==> src/hw/rtl/lngs_pkg.sv <==
// shared types, constants and helpers for the line number gutter stream
`timescale 1ns / 1ps
`default_nettype none

package lngs_pkg;

  // configuration register indexes
  localparam logic REG_FIRST_LINE = 1'b0;
  localparam logic REG_LINE_LIMIT = 1'b1;

  // field widths and limits
  localparam int unsigned CNT_W = 20;
  localparam logic [CNT_W-1:0] FIELD_MAX = 20'd999999;

  // characters
  localparam logic [7:0] CHAR_NL    = 8'h0A;
  localparam logic [7:0] CHAR_NUL   = 8'h00;
  localparam logic [7:0] CHAR_TAB   = 8'h09;
  localparam logic [7:0] CHAR_SPACE = 8'h20;
  localparam logic [7:0] CHAR_ZERO  = 8'h30;
  localparam logic [3:0] BCD_NINE   = 4'd9;

  // command queue between front and back
  localparam int unsigned QDEPTH = 2;
  localparam int unsigned QPTR_W = $clog2(QDEPTH);
  localparam int unsigned QCNT_W = $clog2(QDEPTH + 1);

  // one command for the back end, gutter digits travel beside it
  typedef struct packed {
    logic             is_end;   // end of text: optional newline then done
    logic             end_nl;   // close an open selected line
    logic             gutter;   // emit gutter and tab before the text byte
    logic [7:0]       data;     // text byte
    logic [CNT_W-1:0] total;    // line count at the end
    logic [CNT_W-1:0] emitted;  // emitted line count at the end
    logic             ovf;      // line number saturated
  } lngs_cmd_t;

  // largest line number that fits the gutter, capped at the field maximum
  function automatic logic [CNT_W-1:0] number_limit(input int digits);
    longint lim;
    lim = 1;
    for (int i = 0; i < digits; i++) begin
      if (lim <= longint'(FIELD_MAX)) lim = lim * 10;
    end
    lim = lim - 1;
    if (lim > longint'(FIELD_MAX)) lim = longint'(FIELD_MAX);
    return lim[CNT_W-1:0];
  endfunction

endpackage

`default_nettype wire

==> src/hw/rtl/lngs_front.sv <==
// front end: accepts text bytes, tracks line state and issues commands
`timescale 1ns / 1ps
`default_nettype none

module lngs_front import lngs_pkg::*; #(
  parameter int GUTTER_DIGITS = 6
) (
  input  logic                      clk_i,
  input  logic                      rst_ni,
  input  logic                      in_valid_i,
  output logic                      in_stall_o,
  input  logic                      action_i,
  input  logic [7:0]                data_byte_i,
  input  logic [CNT_W-1:0]          first_line_i,
  input  logic [CNT_W-1:0]          line_limit_i,
  input  logic                      q_full_i,
  output logic                      push_o,
  output lngs_cmd_t                 cmd_o,
  output logic [4*GUTTER_DIGITS-1:0] digits_o
);

  localparam int unsigned DIG_W = 4 * GUTTER_DIGITS;
  localparam logic [CNT_W-1:0] NUM_LIMIT = number_limit(GUTTER_DIGITS);

  logic [CNT_W-1:0] line_count_q, line_count_d;
  logic [DIG_W-1:0] digits_q, digits_d, digits_inc;
  logic [CNT_W-1:0] emitted_q, emitted_d;
  logic             mid_q, mid_d;
  logic             sel_q, sel_d;
  logic             ovf_q, ovf_d;
  logic             accept, is_end, carry, sel;
  logic [CNT_W-1:0] start;
  logic [3:0]       dig;

  assign in_stall_o = q_full_i;
  assign accept     = in_valid_i & ~q_full_i;
  assign is_end     = action_i | (data_byte_i == CHAR_NUL);
  assign start      = (first_line_i == '0) ? CNT_W'(1) : first_line_i;

  // bcd increment of the line number, ripple over the digits
  always_comb begin
    carry      = 1'b1;
    digits_inc = digits_q;
    for (int i = 0; i < GUTTER_DIGITS; i++) begin
      dig = digits_q[4*i +: 4];
      if (carry) begin
        if (dig == BCD_NINE) begin
          digits_inc[4*i +: 4] = 4'd0;
        end else begin
          digits_inc[4*i +: 4] = dig + 4'd1;
          carry = 1'b0;
        end
      end
    end
  end

  // line state update and command build
  always_comb begin
    line_count_d = line_count_q;
    digits_d     = digits_q;
    emitted_d    = emitted_q;
    mid_d        = mid_q;
    sel_d        = sel_q;
    ovf_d        = ovf_q;
    push_o       = 1'b0;
    cmd_o        = '0;
    sel          = sel_q;
    if (accept) begin
      if (is_end) begin
        push_o       = 1'b1;
        cmd_o.is_end = 1'b1;
        cmd_o.end_nl = mid_q & sel_q;
        cmd_o.total   = line_count_q;
        cmd_o.emitted = emitted_q;
        cmd_o.ovf     = ovf_q;
        line_count_d = '0;
        digits_d     = '0;
        emitted_d    = '0;
        mid_d        = 1'b0;
        sel_d        = 1'b0;
        ovf_d        = 1'b0;
      end else begin
        if (!mid_q) begin
          if (line_count_q < NUM_LIMIT) begin
            line_count_d = line_count_q + CNT_W'(1);
            digits_d     = digits_inc;
          end else begin
            ovf_d = 1'b1;
          end
          sel   = (line_count_d >= start) &&
                  ((line_limit_i == '0) || (emitted_q < line_limit_i));
          sel_d = sel;
          mid_d = 1'b1;
          if (sel) begin
            cmd_o.gutter = 1'b1;
            if (emitted_q < FIELD_MAX) emitted_d = emitted_q + CNT_W'(1);
          end
        end
        if (data_byte_i == CHAR_NL) mid_d = 1'b0;
        push_o     = sel;
        cmd_o.data = data_byte_i;
      end
    end
  end

  assign digits_o = digits_d;

  // line state registers
  always_ff @(posedge clk_i or negedge rst_ni) begin
    if (!rst_ni) begin
      line_count_q <= '0;
      digits_q     <= '0;
      emitted_q    <= '0;
      mid_q        <= 1'b0;
      sel_q        <= 1'b0;
      ovf_q        <= 1'b0;
    end else begin
      line_count_q <= line_count_d;
      digits_q     <= digits_d;
      emitted_q    <= emitted_d;
      mid_q        <= mid_d;
      sel_q        <= sel_d;
      ovf_q        <= ovf_d;
    end
  end

endmodule

`default_nettype wire

==> src/hw/rtl/lngs_queue.sv <==
// short command queue between front and back end
`timescale 1ns / 1ps
`default_nettype none

module lngs_queue import lngs_pkg::*; #(
  parameter int WIDTH = 8
) (
  input  logic             clk_i,
  input  logic             rst_ni,
  input  logic             push_i,
  input  logic [WIDTH-1:0] wdata_i,
  output logic             full_o,
  input  logic             pop_i,
  output logic             empty_o,
  output logic [WIDTH-1:0] rdata_o
);

  logic [WIDTH-1:0]  mem_q [QDEPTH];
  logic [QPTR_W-1:0] wr_ptr_q, rd_ptr_q;
  logic [QCNT_W-1:0] count_q;

  assign full_o  = (count_q == QCNT_W'(QDEPTH));
  assign empty_o = (count_q == '0);
  assign rdata_o = mem_q[rd_ptr_q];

  // entry storage
  always_ff @(posedge clk_i) begin
    if (push_i) mem_q[wr_ptr_q] <= wdata_i;
  end

  // pointers and fill count
  always_ff @(posedge clk_i or negedge rst_ni) begin
    if (!rst_ni) begin
      wr_ptr_q <= '0;
      rd_ptr_q <= '0;
      count_q  <= '0;
    end else begin
      if (push_i) wr_ptr_q <= wr_ptr_q + QPTR_W'(1);
      if (pop_i)  rd_ptr_q <= rd_ptr_q + QPTR_W'(1);
      if (push_i && !pop_i)      count_q <= count_q + QCNT_W'(1);
      else if (pop_i && !push_i) count_q <= count_q - QCNT_W'(1);
    end
  end

  a_no_push_full: assert property (@(posedge clk_i) disable iff (!rst_ni)
    push_i |-> (!full_o || pop_i))
    else $error("queue written while full");

  a_no_pop_empty: assert property (@(posedge clk_i) disable iff (!rst_ni)
    pop_i |-> !empty_o)
    else $error("queue read while empty");

endmodule

`default_nettype wire

==> src/hw/rtl/lngs_back.sv <==
// back end: expands commands into gutter, text and done results
`timescale 1ns / 1ps
`default_nettype none

module lngs_back import lngs_pkg::*; #(
  parameter int GUTTER_DIGITS = 6
) (
  input  logic                       clk_i,
  input  logic                       rst_ni,
  input  logic                       head_valid_i,
  input  lngs_cmd_t                  head_cmd_i,
  input  logic [4*GUTTER_DIGITS-1:0] head_digits_i,
  output logic                       pop_o,
  output logic                       out_valid_o,
  input  logic                       out_stall_i,
  output logic [7:0]                 out_byte_o,
  output logic                       byte_valid_o,
  output logic                       run_last_o,
  output logic                       text_done_o,
  output logic [CNT_W-1:0]           total_lines_o,
  output logic [CNT_W-1:0]           emitted_lines_o,
  output logic                       overflow_o
);

  localparam int unsigned STEP_W = $clog2(GUTTER_DIGITS + 2);
  localparam logic [STEP_W-1:0] TAB_STEP = STEP_W'(GUTTER_DIGITS);
  localparam logic [STEP_W-1:0] UNIT_STEP = STEP_W'(GUTTER_DIGITS - 1);

  logic [STEP_W-1:0] step_q;
  logic              lead_q;
  logic              out_valid_q;
  logic              load, fire, last, nz_digit;
  logic [3:0]        dig;
  logic [7:0]        res_byte;
  logic              res_bvalid, res_done;

  // pick the digit for this step, most significant first
  always_comb begin
    dig = 4'd0;
    for (int i = 0; i < GUTTER_DIGITS; i++) begin
      if (step_q == STEP_W'(GUTTER_DIGITS - 1 - i)) dig = head_digits_i[4*i +: 4];
    end
  end

  // result for the current step
  always_comb begin
    res_byte   = '0;
    res_bvalid = 1'b1;
    res_done   = 1'b0;
    last       = 1'b0;
    nz_digit   = 1'b0;
    if (head_cmd_i.is_end) begin
      if (head_cmd_i.end_nl && step_q == '0) begin
        res_byte = CHAR_NL;
      end else begin
        res_bvalid = 1'b0;
        res_done   = 1'b1;
        last       = 1'b1;
      end
    end else if (head_cmd_i.gutter && step_q < TAB_STEP) begin
      nz_digit = (dig != 4'd0);
      if (lead_q && !nz_digit && step_q != UNIT_STEP) res_byte = CHAR_SPACE;
      else                                          res_byte = CHAR_ZERO + {4'd0, dig};
    end else if (head_cmd_i.gutter && step_q == TAB_STEP) begin
      res_byte = CHAR_TAB;
    end else begin
      res_byte = head_cmd_i.data;
      last     = 1'b1;
    end
  end

  assign load  = ~out_valid_q | ~out_stall_i;
  assign fire  = head_valid_i & load;
  assign pop_o = fire & last;

  // step sequencer and output valid
  always_ff @(posedge clk_i or negedge rst_ni) begin
    if (!rst_ni) begin
      step_q      <= '0;
      lead_q      <= 1'b1;
      out_valid_q <= 1'b0;
    end else begin
      out_valid_q <= fire | (out_valid_q & out_stall_i);
      if (fire) begin
        if (last) begin
          step_q <= '0;
          lead_q <= 1'b1;
        end else begin
          step_q <= step_q + STEP_W'(1);
          if (nz_digit) lead_q <= 1'b0;
        end
      end
    end
  end

  // output payload register
  always_ff @(posedge clk_i) begin
    if (fire) begin
      out_byte_o      <= res_byte;
      byte_valid_o    <= res_bvalid;
      run_last_o      <= last;
      text_done_o     <= res_done;
      total_lines_o   <= res_done ? head_cmd_i.total   : '0;
      emitted_lines_o <= res_done ? head_cmd_i.emitted : '0;
      overflow_o      <= res_done & head_cmd_i.ovf;
    end
  end

  assign out_valid_o = out_valid_q;

  a_step_range: assert property (@(posedge clk_i) disable iff (!rst_ni)
    step_q <= STEP_W'(GUTTER_DIGITS + 1))
    else $error("step counter out of range");

  a_done_is_last: assert property (@(posedge clk_i) disable iff (!rst_ni)
    (out_valid_o && text_done_o) |-> (run_last_o && !byte_valid_o))
    else $error("done result not marked last");

  a_pop_resets_step: assert property (@(posedge clk_i) disable iff (!rst_ni)
    pop_o |=> (step_q == '0 && lead_q))
    else $error("sequencer not rewound after command");

endmodule

`default_nettype wire

==> src/hw/rtl/line_number_gutter_stream_core.sv <==
// top level: line numbering gutter stream with configuration registers
//
// Usage: text bytes enter on the input channel (in_valid_i / in_stall_o),
// one per transfer, closed by an end item (action_i high or a zero byte).
// Formatted characters and the final done result leave on the output
// channel (out_valid_o / out_stall_i), one result per transfer.
// first_line and line_limit are to be written over the cfg channel only while
// idle, which the block does not enforce; cfg_ready_o is always high.
// The command queue, written by the front end, and then the output register,
// loaded by the back end, lie between an item's transfer and its first result.
// Throughput: one item per cycle while the queue is not full; an item that
// opens a selected line occupies the back end for GUTTER_DIGITS digits, a
// tab and the byte; an end item closing an open selected line yields a
// newline and the done result. Items of unselected lines yield nothing.
// Reset clears all line state, the queue and the output valid flag, and
// sets first_line to 1 and line_limit to 0.
// While the receiver stalls, the output holds; the two-entry command queue
// fills and then the input channel stalls.
`timescale 1ns / 1ps
`default_nettype none

module line_number_gutter_stream_core import lngs_pkg::*; #(
  parameter int GUTTER_DIGITS = 6
) (
  input  logic             clk_i,
  input  logic             rst_ni,
  // configuration write channel
  input  logic             cfg_valid_i,
  output logic             cfg_ready_o,
  input  logic             cfg_index_i,
  input  logic [CNT_W-1:0] cfg_data_i,
  // input channel
  input  logic             in_valid_i,
  output logic             in_stall_o,
  input  logic             action_i,
  input  logic [7:0]       data_byte_i,
  // output channel
  output logic             out_valid_o,
  input  logic             out_stall_i,
  output logic [7:0]       out_byte_o,
  output logic             byte_valid_o,
  output logic             run_last_o,
  output logic             text_done_o,
  output logic [CNT_W-1:0] total_lines_o,
  output logic [CNT_W-1:0] emitted_lines_o,
  output logic             overflow_o
);

  localparam int unsigned DIG_W = 4 * GUTTER_DIGITS;
  localparam int unsigned Q_W   = $bits(lngs_cmd_t) + DIG_W;

  logic [CNT_W-1:0] first_line_q, line_limit_q;
  logic             push, pop, q_full, q_empty;
  lngs_cmd_t        push_cmd, head_cmd;
  logic [DIG_W-1:0] push_digits, head_digits;
  logic [Q_W-1:0]   q_wdata, q_rdata;

  // configuration registers
  assign cfg_ready_o = 1'b1;

  always_ff @(posedge clk_i or negedge rst_ni) begin
    if (!rst_ni) begin
      first_line_q <= CNT_W'(1);
      line_limit_q <= '0;
    end else if (cfg_valid_i) begin
      unique case (cfg_index_i)
        REG_FIRST_LINE: first_line_q <= cfg_data_i;
        REG_LINE_LIMIT: line_limit_q <= cfg_data_i;
        default: ;
      endcase
    end
  end

  lngs_front #(
    .GUTTER_DIGITS(GUTTER_DIGITS)
  ) u_front (
    .clk_i        (clk_i),
    .rst_ni       (rst_ni),
    .in_valid_i   (in_valid_i),
    .in_stall_o   (in_stall_o),
    .action_i     (action_i),
    .data_byte_i  (data_byte_i),
    .first_line_i (first_line_q),
    .line_limit_i (line_limit_q),
    .q_full_i     (q_full),
    .push_o       (push),
    .cmd_o        (push_cmd),
    .digits_o     (push_digits)
  );

  assign q_wdata = {push_cmd, push_digits};
  assign {head_cmd, head_digits} = q_rdata;

  lngs_queue #(
    .WIDTH(Q_W)
  ) u_queue (
    .clk_i   (clk_i),
    .rst_ni  (rst_ni),
    .push_i  (push),
    .wdata_i (q_wdata),
    .full_o  (q_full),
    .pop_i   (pop),
    .empty_o (q_empty),
    .rdata_o (q_rdata)
  );

  lngs_back #(
    .GUTTER_DIGITS(GUTTER_DIGITS)
  ) u_back (
    .clk_i           (clk_i),
    .rst_ni          (rst_ni),
    .head_valid_i    (~q_empty),
    .head_cmd_i      (head_cmd),
    .head_digits_i   (head_digits),
    .pop_o           (pop),
    .out_valid_o     (out_valid_o),
    .out_stall_i     (out_stall_i),
    .out_byte_o      (out_byte_o),
    .byte_valid_o    (byte_valid_o),
    .run_last_o      (run_last_o),
    .text_done_o     (text_done_o),
    .total_lines_o   (total_lines_o),
    .emitted_lines_o (emitted_lines_o),
    .overflow_o      (overflow_o)
  );

endmodule

`default_nettype wire
==> config.mk <==
export PLATFORM = sky130hd
export DESIGN_NAME = line_number_gutter_stream_core
export DESIGN_NICKNAME = d
export VERILOG_FILES = /design/src/hw/rtl/lngs_pkg.sv /design/src/hw/rtl/lngs_front.sv /design/src/hw/rtl/lngs_queue.sv /design/src/hw/rtl/lngs_back.sv /design/src/hw/rtl/line_number_gutter_stream_core.sv
export SDC_FILE = /design/constraint.sdc
export NUM_CORES = 1
export LEC_CHECK = 0
export ABC_CLOCK_PERIOD_IN_PS = 9100
export BUFFER_PORTS_ARGS = -buffer_cell sky130_fd_sc_hd__buf_4
export CORE_MARGIN = 2
export CORE_UTILIZATION = 60
export CTS_CLUSTER_DIAMETER = 80
export DETAILED_ROUTE_END_ITERATION = 8
export PLACE_DENSITY = 0.79
export SYNTH_ARGS = -nofsm -noshare
export SYNTH_HDL_FRONTEND = slang
export SYNTH_SLANG_ARGS = --single-unit
==> constraint.sdc <==
create_clock -name clk_i -period 9.1 [get_ports clk_i]
set_input_delay 0.91 -clock clk_i [delete_from_list [all_inputs] [get_ports clk_i]]
set_output_delay 0.91 -clock clk_i [all_outputs]
set_load 0.02 [all_outputs]
==> reports/metrics.cfg, run 1 <==
[timing]
hold_viol_final = 0
max_freq_ghz = 0.1667
fin_skew_ps = 18.08
finalCritPeriodShare = 0.6590
setup_viol = 0
tightest_slew_ps = 1027
rsz0062_at_grt = no
slew_headroom = 0.3156
setup_ws_ps = 3103
maxSlewViolCount = 0
tns_ps = 0
fin_crit_ps = 5997
holdWs_ps = 411.8

[grt]
grt_overflow = 0
grt_pass1_vias = 9872
antenna_found_initial = 0
grt_pass1_wl_um = 51940
grt_max_degree = 77
grt_usage = 0.2511

[setup_path]
worstRegToRegCells = 16
path_cells = ha_1 -> and4_4 -> a2111o_1 -> a211o_1 -> a2111oi_2 -> and3_1 -> xnor2_1 -> ha_1 -> and3_1 -> and3_1 -> nand3_1 -> o21bai_1 -> o211ai_1 -> a21oi_1 -> and2_2 -> buf_4
crit_required_ps = 9290
crit_slowest_cell = and2_2
max_stage_delay_ps = 750
cpMostUsedCell = and3_1
crit_family = compound AO/OA/AOI/OAI gates
critPathBufInv = 1
arrival_ps = 6190
path_depth = 16
start_kind = flop
ff2ff_setup_slack_ps = 3100
cp-end-kind = flop
worst-path-max-fanout = 42
worstSetupPathType = flop to flop

[min_path]
hp-class = primary input to async pin

[clocking]
clkSlewWorstSetupHoldPaths_ps = 60
insertion_delay_ps = 560
h-tree-depth = 1
cts_tree = done
clockBufferDepth = 3
ctsResizeCount = 0
cts_root_buf = clkbuf_16
holdBufCountCts = 0
numCtsBuffers = 31
post_cts_buffers = 0
cts_sinks = 320

[route]
first_pass_iters = 6
wirelength_um = 32320
drtAntennaViolNets = 0
wl_met3_um = 2466
wl_per_cell_um = 19.39
topRoutingLayerUsed = met4
vias_per_cell = 6.056
routed-via-count = 10100
drc = 0
met1_length_um = 14430
dr_wl_met2_um = 14680
drt_iter0_drc = 1068

[floorplan]
placementRows = 57
die_h_um = 161.5
initial_core_util = 0.6120
core_mm2 = 0.02432
die_w_um = 161.5
io-pin-count = 90
fp.dieArea_mm2 = 0.02608

[logic_synthesis]
synth_seq_cells = 320
syn_area_mm2 = 0.01488
async_flop_share = 0.3625
synth_fp_nets = 1328
ys.flop_type = edfxtp_1
synthCells = 1236
yosysSeqAreaShare = 0.6068
synthDistinctLibCells = 66
syn_area_per_cell_um2 = 12.04
synth_edf_count = 204
yosysWarnings = 0

[power_and_ir_drop]
p_per_area_mw_per_mm2 = 265.7
p_total_mw = 4.478
power.leakage_nw = 7.040
peakVddDrop_mv = 0.2143

[placed_design]
place_ws_ps = 3181
place_congestion = 0.8589
dpl.hpwl_um = 22160
io_buffer_count = 88

[final_layout]
layout_common_cells = edfxtp_1, nand2_1, dfrtp_1
layout_commonest_cell = edfxtp_1
drive_gt1_frac = 0.1415
nFillCells = 1679
nNetsFinal = 1411
areaGrowthSynthToFinish_pct = 13.23
num_antenna_cells = 0

[flow_run]
max-cap-violations = 0

[status]
status = complete, no violations

==> cells in the mapped netlist, types with 9 or more instances <==
| cell | count | area share |
|---|---|---|
| o211ai_1 | 13 | 0.0066 |
| and2_1 | 47 | 0.020 |
| and3_1 | 19 | 0.0080 |
| clkbuf_1 | 40 | 0.010 |
| nor4_1 | 15 | 0.0063 |
| mux2_2 | 26 | 0.020 |
| or4_1 | 11 | 0.0055 |
| a31oi_1 | 18 | 0.0076 |
| a21oi_1 | 41 | 0.014 |
| a211oi_1 | 12 | 0.0061 |
| a21o_1 | 9 | 0.0045 |
| o21ai_0 | 88 | 0.030 |
| xnor2_1 | 12 | 0.0071 |
| nor2_1 | 89 | 0.022 |
| inv_1 | 60 | 0.015 |
| xor2_1 | 14 | 0.0082 |
| o31ai_1 | 10 | 0.0050 |
| mux2i_1 | 74 | 0.050 |
| nand2_1 | 114 | 0.029 |
| nand3_1 | 23 | 0.0077 |
| ha_1 | 57 | 0.048 |
| nor2b_1 | 9 | 0.0038 |
| edfxtp_1 | 204 | 0.41 |
| dfrtp_1 | 114 | 0.19 |
==> registers in the layout, indices dropped and copies added (netlist names), 2 cells and up <==
register	flops
first_line_q	20
line_limit_q	20
u_back.emitted_lines_o	20
u_back.out_byte_o	8
u_back.step_q	3
u_back.total_lines_o	20
u_front.digits_q	24
u_front.emitted_q	20
u_front.line_count_q	20
u_queue.count_q	2
u_queue.mem_q	152
==> final cells by class <==
type | instances | area [um^2] | share of cell area
clock buffer | 38 | 802.0 | 0.04759
clock inverter | 19 | 176.4 | 0.01047
inverter | 60 | 225.2 | 0.01336
multi-input combinational | 804 | 5444 | 0.3230
sequential | 320 | 9035 | 0.5361
tap | 324 | 405.4 | 0.02405
timing repair buffer | 102 | 765.7 | 0.04543
==> where the power goes <==
group	switching (mW)	internal [mW]	total (mW)
Sequential	0.156	1.87	2.03
Combinational	0.749	0.456	1.20
Clock	0.532	0.710	1.24
Total	1.44	3.04	4.48
==> logic make-up after synthesis <==
| family | synth area share |
|---|---|
| other cells | 0.0002519 |
| flops | 0.6068 |
| mux | 0.06944 |
| simple gates | 0.1230 |
| compound gates | 0.1084 |
| xor+xnor | 0.01530 |
| fa+ha+maj | 0.04791 |
| buf+inv | 0.02900 |
==> through the flow <==
step	instance area, um^2	instances	utilization
floorplan	14880	1236	-
global placement	15880	1610	0.6528
detailed placement	15880	1610	0.6528
CTS	16850	1667	0.6930
global route	16850	1667	0.6930
finish	16850	1667	0.6930
==> layer usage <==
| layer | track usage | up-vias |
|---|---|---|
| met3 | 0.02979 | 52 |
| met1 | 0.3815 | 4896 |
| met4 | 0.06859 | 0 |
| li1 | - | 4734 |
| met2 | 0.3881 | 414 |
| met5 | 0 | - |
==> worst paths after layout <==
path | end | start
setup / recovery | u_queue.mem_q[1][22] | u_front.line_count_q[0]
hold / removal | u_front.digits_q[22] | rst_ni
setup reg to reg | u_queue.mem_q[1][22] | u_front.line_count_q[0]
hold reg to reg | u_queue.count_q[1] | u_queue.count_q[1]
max in group asynchronous | line_limit_q[13] | rst_ni
min in group clk_i | u_queue.count_q[1] | u_queue.count_q[1]
(Power assumes the default switching activity.)
==> inputs of run 2 (changes only) <==
--- a/config.mk
+++ b/config.mk
@@ -5,7 +5,7 @@
 export SDC_FILE = /design/constraint.sdc
 export NUM_CORES = 1
 export LEC_CHECK = 0
-export ABC_CLOCK_PERIOD_IN_PS = 9100
+export ABC_CLOCK_PERIOD_IN_PS = 5600
 export BUFFER_PORTS_ARGS = -buffer_cell sky130_fd_sc_hd__buf_4
 export CORE_MARGIN = 2
 export CORE_UTILIZATION = 60
==> constraint.sdc (replaced) <==
create_clock -name clk_i -period 5.6 [get_ports clk_i]
set_input_delay 0.56 -clock clk_i [delete_from_list [all_inputs] [get_ports clk_i]]
set_output_delay 0.56 -clock clk_i [all_outputs]
set_load 0.02 [all_outputs]
==> run 2 against run 1 <==
Clock-buffer cell count decreased by 2. Clock power increased by 67%. Die area unchanged. Final cell count increased by 0.12%. Final area increased by 0.42%. Highest routed layer unchanged. Hold slack got worse by 280 ps. Critical path depth unchanged. Combinational power increased by 63%. Routed wire length decreased by 0.70%. Critical path type unchanged. Maximum frequency increased by 14%. Utilization increased by 0.29 points. Total power increased by 64%.
==> reports/metrics.cfg, run 2 (same netlist as run 1, synthesis figures left out) <==
[clocking]
h-tree-depth = 1  ; unchanged
cts_tree = done  ; unchanged
cts_sinks = 320  ; unchanged
clkSlewWorstSetupHoldPaths_ps = 60  ; about the same
insertion_delay_ps = 550  ; was 560 ps
holdBufCountCts = 0  ; unchanged
numCtsBuffers = 31  ; unchanged
ctsResizeCount = 0  ; unchanged
clockBufferDepth = 3  ; unchanged
cts_root_buf = clkbuf_16  ; unchanged
post_cts_buffers = 0  ; unchanged

[timing]
setup_ws_ps = 318.4  ; was 3103 ps
hold_viol_final = 0  ; unchanged
rsz0062_at_grt = no  ; unchanged
max_freq_ghz = 0.1893  ; was 0.1667 GHz
fin_crit_ps = 5282  ; was 5997 ps
fin_skew_ps = 11.17  ; was 18.08 ps
finalCritPeriodShare = 0.9431  ; was 0.6590
setup_viol = 0  ; unchanged
slew_headroom = 0.3544  ; was 0.3156
tns_ps = 0  ; unchanged
tightest_slew_ps = 963.9  ; was 1027 ps
maxSlewViolCount = 0  ; unchanged

[setup_path]
start_kind = flop  ; unchanged
crit_required_ps = 5790  ; was 9290 ps
cp-end-kind = flop  ; unchanged
worst-path-max-fanout = 76  ; was 42
arrival_ps = 5480  ; was 6190 ps
worstSetupPathType = flop to flop  ; unchanged

[placed_design]
dpl.hpwl_um = 22280  ; was 22160 um
io_buffer_count = 88  ; unchanged
place_congestion = 0.8906  ; was 0.8589
placed_cells = 1612  ; was 1610
place_ws_ps = 411.3  ; was 3181 ps
placedInstanceArea_mm2 = 0.01592  ; was 0.01588 mm^2

[grt]
grt_usage = 0.2480  ; was 0.2511
grt_pass1_wl_um = 51480  ; was 51940 um
antenna_found_initial = 0  ; unchanged
grt_pass1_vias = 9652  ; was 9872
grt_overflow = 0  ; unchanged
grt_max_degree = 77  ; unchanged

[final_layout]
top_register = u_queue.mem_q  ; unchanged
utilization = 0.6959  ; was 0.6930
num_antenna_cells = 0  ; unchanged
largest_reg_flops = 152  ; unchanged
layout_commonest_cell = edfxtp_1  ; unchanged
areaGrowthSynthToFinish_pct = 13.71  ; was 13.23%
top_regs = u_queue.mem_q: 152 flops, u_front.digits_q: 24 flops  ; unchanged
final_area_mm2 = 0.01693  ; was 0.01685 mm^2
fin_cells = 1669  ; was 1667
drive_gt1_frac = 0.1435  ; was 0.1415
layout_common_cells = edfxtp_1, nand2_1, dfrtp_1  ; unchanged
nNetsFinal = 1413  ; was 1411

[route]
wl_per_cell_um = 19.23  ; was 19.39 um
vias_per_cell = 6.048  ; was 6.056
wirelength_um = 32090  ; was 32320 um
first_pass_iters = 5  ; was 6
drc = 0  ; unchanged
routed-via-count = 10090  ; was 10100
drt_iter0_drc = 1115  ; was 1068
drtAntennaViolNets = 0  ; unchanged

[flow_run]
max-cap-violations = 0  ; unchanged

[min_path]
hp-class = primary input to async pin  ; unchanged

[power_and_ir_drop]
peakVddDrop_mv = 0.2660  ; was 0.2143 mV
power.leakage_nw = 7.070  ; was 7.040 nW
p_per_area_mw_per_mm2 = 433.3  ; was 265.7 mW/mm^2

[floorplan]
initial_core_util = 0.6120  ; unchanged
die_h_um = 161.5  ; unchanged
io-pin-count = 90  ; unchanged
die_w_um = 161.5  ; unchanged
placementRows = 57  ; unchanged
core_mm2 = 0.02432  ; unchanged
fp.dieArea_mm2 = 0.02608  ; unchanged

[status]
status = complete, no violations  ; unchanged

==> run 2: worst paths after layout <==
path | cells past startpoint | to | slack, ps | startpoint
hold / removal | 1 | u_front.digits_q[16] | 130 | rst_ni
setup / recovery | 16 | u_queue.mem_q[0][64] | 320 | u_front.line_count_q[0]
max in group asynchronous | 2 | first_line_q[19] | 4250 | rst_ni
hold reg to reg | 2 | first_line_q[0] | 520 | first_line_q[0]
min in group clk_i | 3 | first_line_q[5] | 230 | cfg_data_i[5]
setup reg to reg | 16 | u_queue.mem_q[0][64] | 320 | u_front.line_count_q[0]
==> run 2: report_power, final <==
part	internal [mW]	switching [mW]	total [mW]
Combinational	0.748	1.21	1.95
Clock	1.20	0.867	2.07
Sequential	3.04	0.270	3.31
Total	4.99	2.34	7.33
==> run 2: per-stage QoR <==
step | power [mW] | hold WS (ps)
2_1_floorplan | 4.591 | 264.4
3_3_place_gp | 5.231 | 485.9
3_5_place_dp | 5.305 | 508.9
4_1_cts | 7.361 | 152.6
5_1_grt | 7.661 | 188.0
6_report | 7.333 | 131.7
==> run 2: critical path, cell delays in order, from the launching register on <==
cell,delay [ps]
dfrtp_1,460
ha_1,270
and4_4,160
a2111o_1,430
a211o_1,500
a2111oi_2,610
nand2_1,190
xnor2_1,170
ha_1,310
nand4_1,100
nor3_1,210
a221oi_1,150
o21bai_1,210
o211ai_1,150
a21oi_1,370
nor2b_4,240
buf_12,360
==> run 2: area by class of cell <==
| type | count | area [um^2] |
|---|---|---|
| Clock buffer | 36 | 794.5 |
| Clock inverter | 21 | 215.2 |
| Fill cell | 1644 | 7395 |
| Inverter | 60 | 225.2 |
| Multi-Input combinational cell | 804 | 5444 |
| Sequential cell | 320 | 9035 |
| Tap cell | 324 | 405.4 |
| Timing Repair Buffer | 104 | 805.8 |
==> run 2: layer usage <==
layer	wire length, um	GRT usage	part of all wire	vias up
li1	-	-	-	4739
met1	14370	0.3727	0.45	4952
met2	14710	0.3883	0.46	363
met3	2542	0.04135	0.079	40
met4	465	0.04708	0.014	0
met5	0	0	0	-
==> inputs of run 3 (changes only) <==
==> constraint.sdc (replaced) <==
create_clock -name clk_i -period 5.6 [get_ports clk_i]
set_input_delay 1.12 -clock clk_i [delete_from_list [all_inputs] [get_ports clk_i]]
set_output_delay 1.12 -clock clk_i [all_outputs]
set_load 0.02 [all_outputs]
==> run 3 against run 2 <==
Final area rose by 0.28%. Via count barely moved. Clock-buffer cell count rose by 11. Total power rose by 0.69%. First-iteration DRC count rose by 8.3%. Die area did not move. Worst setup slack improved by 76 ps. Routed wire length barely moved. Combinational power barely moved. Hold slack improved by 380 ps. Global-route usage fell by 0.064 points. Clock power rose by 2%. Largest cell class unchanged. Highest routed layer unchanged.
==> reports/metrics.cfg, run 3 (same netlist as run 1, synthesis figures left out) <==
[status]
status = complete, no violations  ; unchanged

[clocking]
holdBufCountCts = 0  ; unchanged
post_cts_buffers = 0  ; unchanged
insertion_delay_ps = 550  ; about the same
cts_tree = done  ; unchanged
numCtsBuffers = 31  ; unchanged
clockBufferDepth = 3  ; unchanged
cts_sinks = 320  ; unchanged
h-tree-depth = 1  ; unchanged
clkSlewWorstSetupHoldPaths_ps = 60  ; about the same
cts_root_buf = clkbuf_16  ; unchanged

[timing]
fin_skew_ps = 12.48  ; was 11.17 ps
fin_crit_ps = 5206  ; was 5282 ps
tns_ps = 0  ; unchanged
rsz0062_at_grt = no  ; unchanged
finalCritPeriodShare = 0.9296  ; was 0.9431
setup_ws_ps = 394.5  ; was 318.4 ps
setup_viol = 0  ; unchanged
tightest_slew_ps = 974.1  ; was 963.9 ps
holdWs_ps = 516.5  ; was 131.7 ps
maxSlewViolCount = 0  ; unchanged
hold_viol_final = 0  ; unchanged
max_freq_ghz = 0.1921  ; was 0.1893 GHz
slew_headroom = 0.3506  ; was 0.3544

[floorplan]
core_mm2 = 0.02432  ; unchanged
initial_core_util = 0.6120  ; unchanged
io-pin-count = 90  ; unchanged
fp.dieArea_mm2 = 0.02608  ; unchanged
die_w_um = 161.5  ; unchanged
placementRows = 57  ; unchanged
die_h_um = 161.5  ; unchanged

[power_and_ir_drop]
power.leakage_nw = 7.089  ; was 7.070 nW
p_per_area_mw_per_mm2 = 435.1  ; was 433.3 mW/mm^2
peakVddDrop_mv = 0.3134  ; was 0.2660 mV

[placed_design]
place_congestion = 0.8930  ; was 0.8906
place_ws_ps = 399.0  ; was 411.3 ps
io_buffer_count = 88  ; unchanged
dpl.hpwl_um = 22080  ; was 22280 um

[route]
wirelength_um = 32090  ; about the same
drt_iter0_drc = 1207  ; was 1115
vias_per_cell = 6.049  ; was 6.048
drtAntennaViolNets = 0  ; unchanged
routed-via-count = 10100  ; was 10090
wl_per_cell_um = 19.22  ; was 19.23 um
first_pass_iters = 7  ; was 5
drc = 0  ; unchanged

[setup_path]
worstSetupPathType = flop to flop  ; unchanged
worstReg2RegEnd = u_queue.mem_q[0][40]  ; was u_queue.mem_q[0][64]
worst-path-max-fanout = 76  ; unchanged
start_kind = flop  ; unchanged
reg2reg_from = u_front.line_count_q[0]  ; unchanged
cp-end-kind = flop  ; unchanged
crit_required_ps = 5790  ; about the same
worstRegToRegCells = 16  ; unchanged
arrival_ps = 5390  ; was 5480 ps
ff2ff_setup_slack_ps = 390  ; was 320 ps

[final_layout]
num_antenna_cells = 0  ; unchanged
nNetsFinal = 1413  ; unchanged
layout_common_cells = edfxtp_1, nand2_1, dfrtp_1  ; unchanged
areaGrowthSynthToFinish_pct = 14.03  ; was 13.71%
largest_reg_flops = 152  ; unchanged
layout_commonest_cell = edfxtp_1  ; unchanged
top_register = u_queue.mem_q  ; unchanged
drive_gt1_frac = 0.1435  ; unchanged
utilization = 0.6979  ; was 0.6959
nFillCells = 1673  ; was 1644
seqCellArea_mm2 = 0.009035  ; unchanged
top_regs = u_queue.mem_q: 152 flops, u_front.digits_q: 24 flops  ; unchanged
multi_input_area_mm2 = 0.005456  ; was 0.005444 mm^2

[flow_run]
max-cap-violations = 0  ; unchanged

[grt]
grt_overflow = 0  ; unchanged
grt_max_degree = 77  ; unchanged
grt_usage = 0.2473  ; was 0.2480
grt_pass1_wl_um = 51190  ; was 51480 um
grt_pass1_vias = 9588  ; was 9652
antenna_found_initial = 0  ; unchanged

[min_path]
hold-path-endpoint = first_line_q[0]
hp-class = flop to flop  ; was primary input to async pin
whs_path_depth = 2
worstHoldStart = first_line_q[0]

-- run 3: timing repair --
item                                    in CTS  in global routing
endpoints found under the setup margin       0                 18
resized for setup                            0                  1
endpoints found under the hold margin        0                  0
-- run 3: stage by stage --
stage	total power, mW	area (um^2)	cells
3_5_place_dp	5.297	15920	1612
6_report	7.384	16970	1669
4_1_cts	7.411	16960	1669
2_1_floorplan	4.591	14890	1236
3_3_place_gp	5.231	15920	1612
5_1_grt	7.716	16970	1669
-- run 3: cell type report --
type	instances	share of cell area
repair buffers	104	0.04748
flip-flops and latches	320	0.5323
multi-input cells	804	0.3215
clock buffers	47	0.05219
inverters	60	0.01327
well taps	324	0.02389
clock inverters	10	0.009362
-- run 3: per-layer routing --
| layer | wire length, um | up-vias | GRT usage |
|---|---|---|---|
| li1 | - | 4727 | - |
| met1 | 14710 | 4940 | 0.3759 |
| met2 | 14670 | 377 | 0.3852 |
| met3 | 2184 | 52 | 0.03647 |
| met4 | 519 | 0 | 0.04992 |
| met5 | 0 | - | 0 |
-- run 3: worst max-delay path by stage --
stage                     slack (ps)                    to  cells past startpoint               startpoint
after detailed placement         400  u_queue.mem_q[0][43]                     16  u_front.line_count_q[0]
after floorplan                  240   u_queue.mem_q[0][0]                     16  u_front.line_count_q[0]
final                            390  u_queue.mem_q[0][40]                     16  u_front.line_count_q[0]
after global routing             160  u_queue.mem_q[0][40]                     16  u_front.line_count_q[0]
after CTS                        350  u_queue.mem_q[0][66]                     16  u_front.line_count_q[0]
after global placement           460  u_queue.mem_q[0][43]                     16  u_front.line_count_q[0]
-- run 3: worst max-delay path, stage by stage (launching register included) --
cell and delay (ps):
dfrtp_1 450, ha_1 270, and4_4 170, a2111o_1 420, a211o_1 500, a2111o_1 570
nor3_2 270, xor2_1 110, ha_1 330, and4_1 200, and3_1 150, nand3_1 90
o21bai_1 180, o211ai_1 160, a21oi_1 340, nor2b_4 230, buf_12 360
-- run 3: where the power goes --
part	leakage (nW)	switching [mW]	internal, mW
Sequential	3.49	0.278	3.04
Clock	0.505	0.843	1.27
Combinational	3.10	1.20	0.747
Total	7.09	2.32	5.06
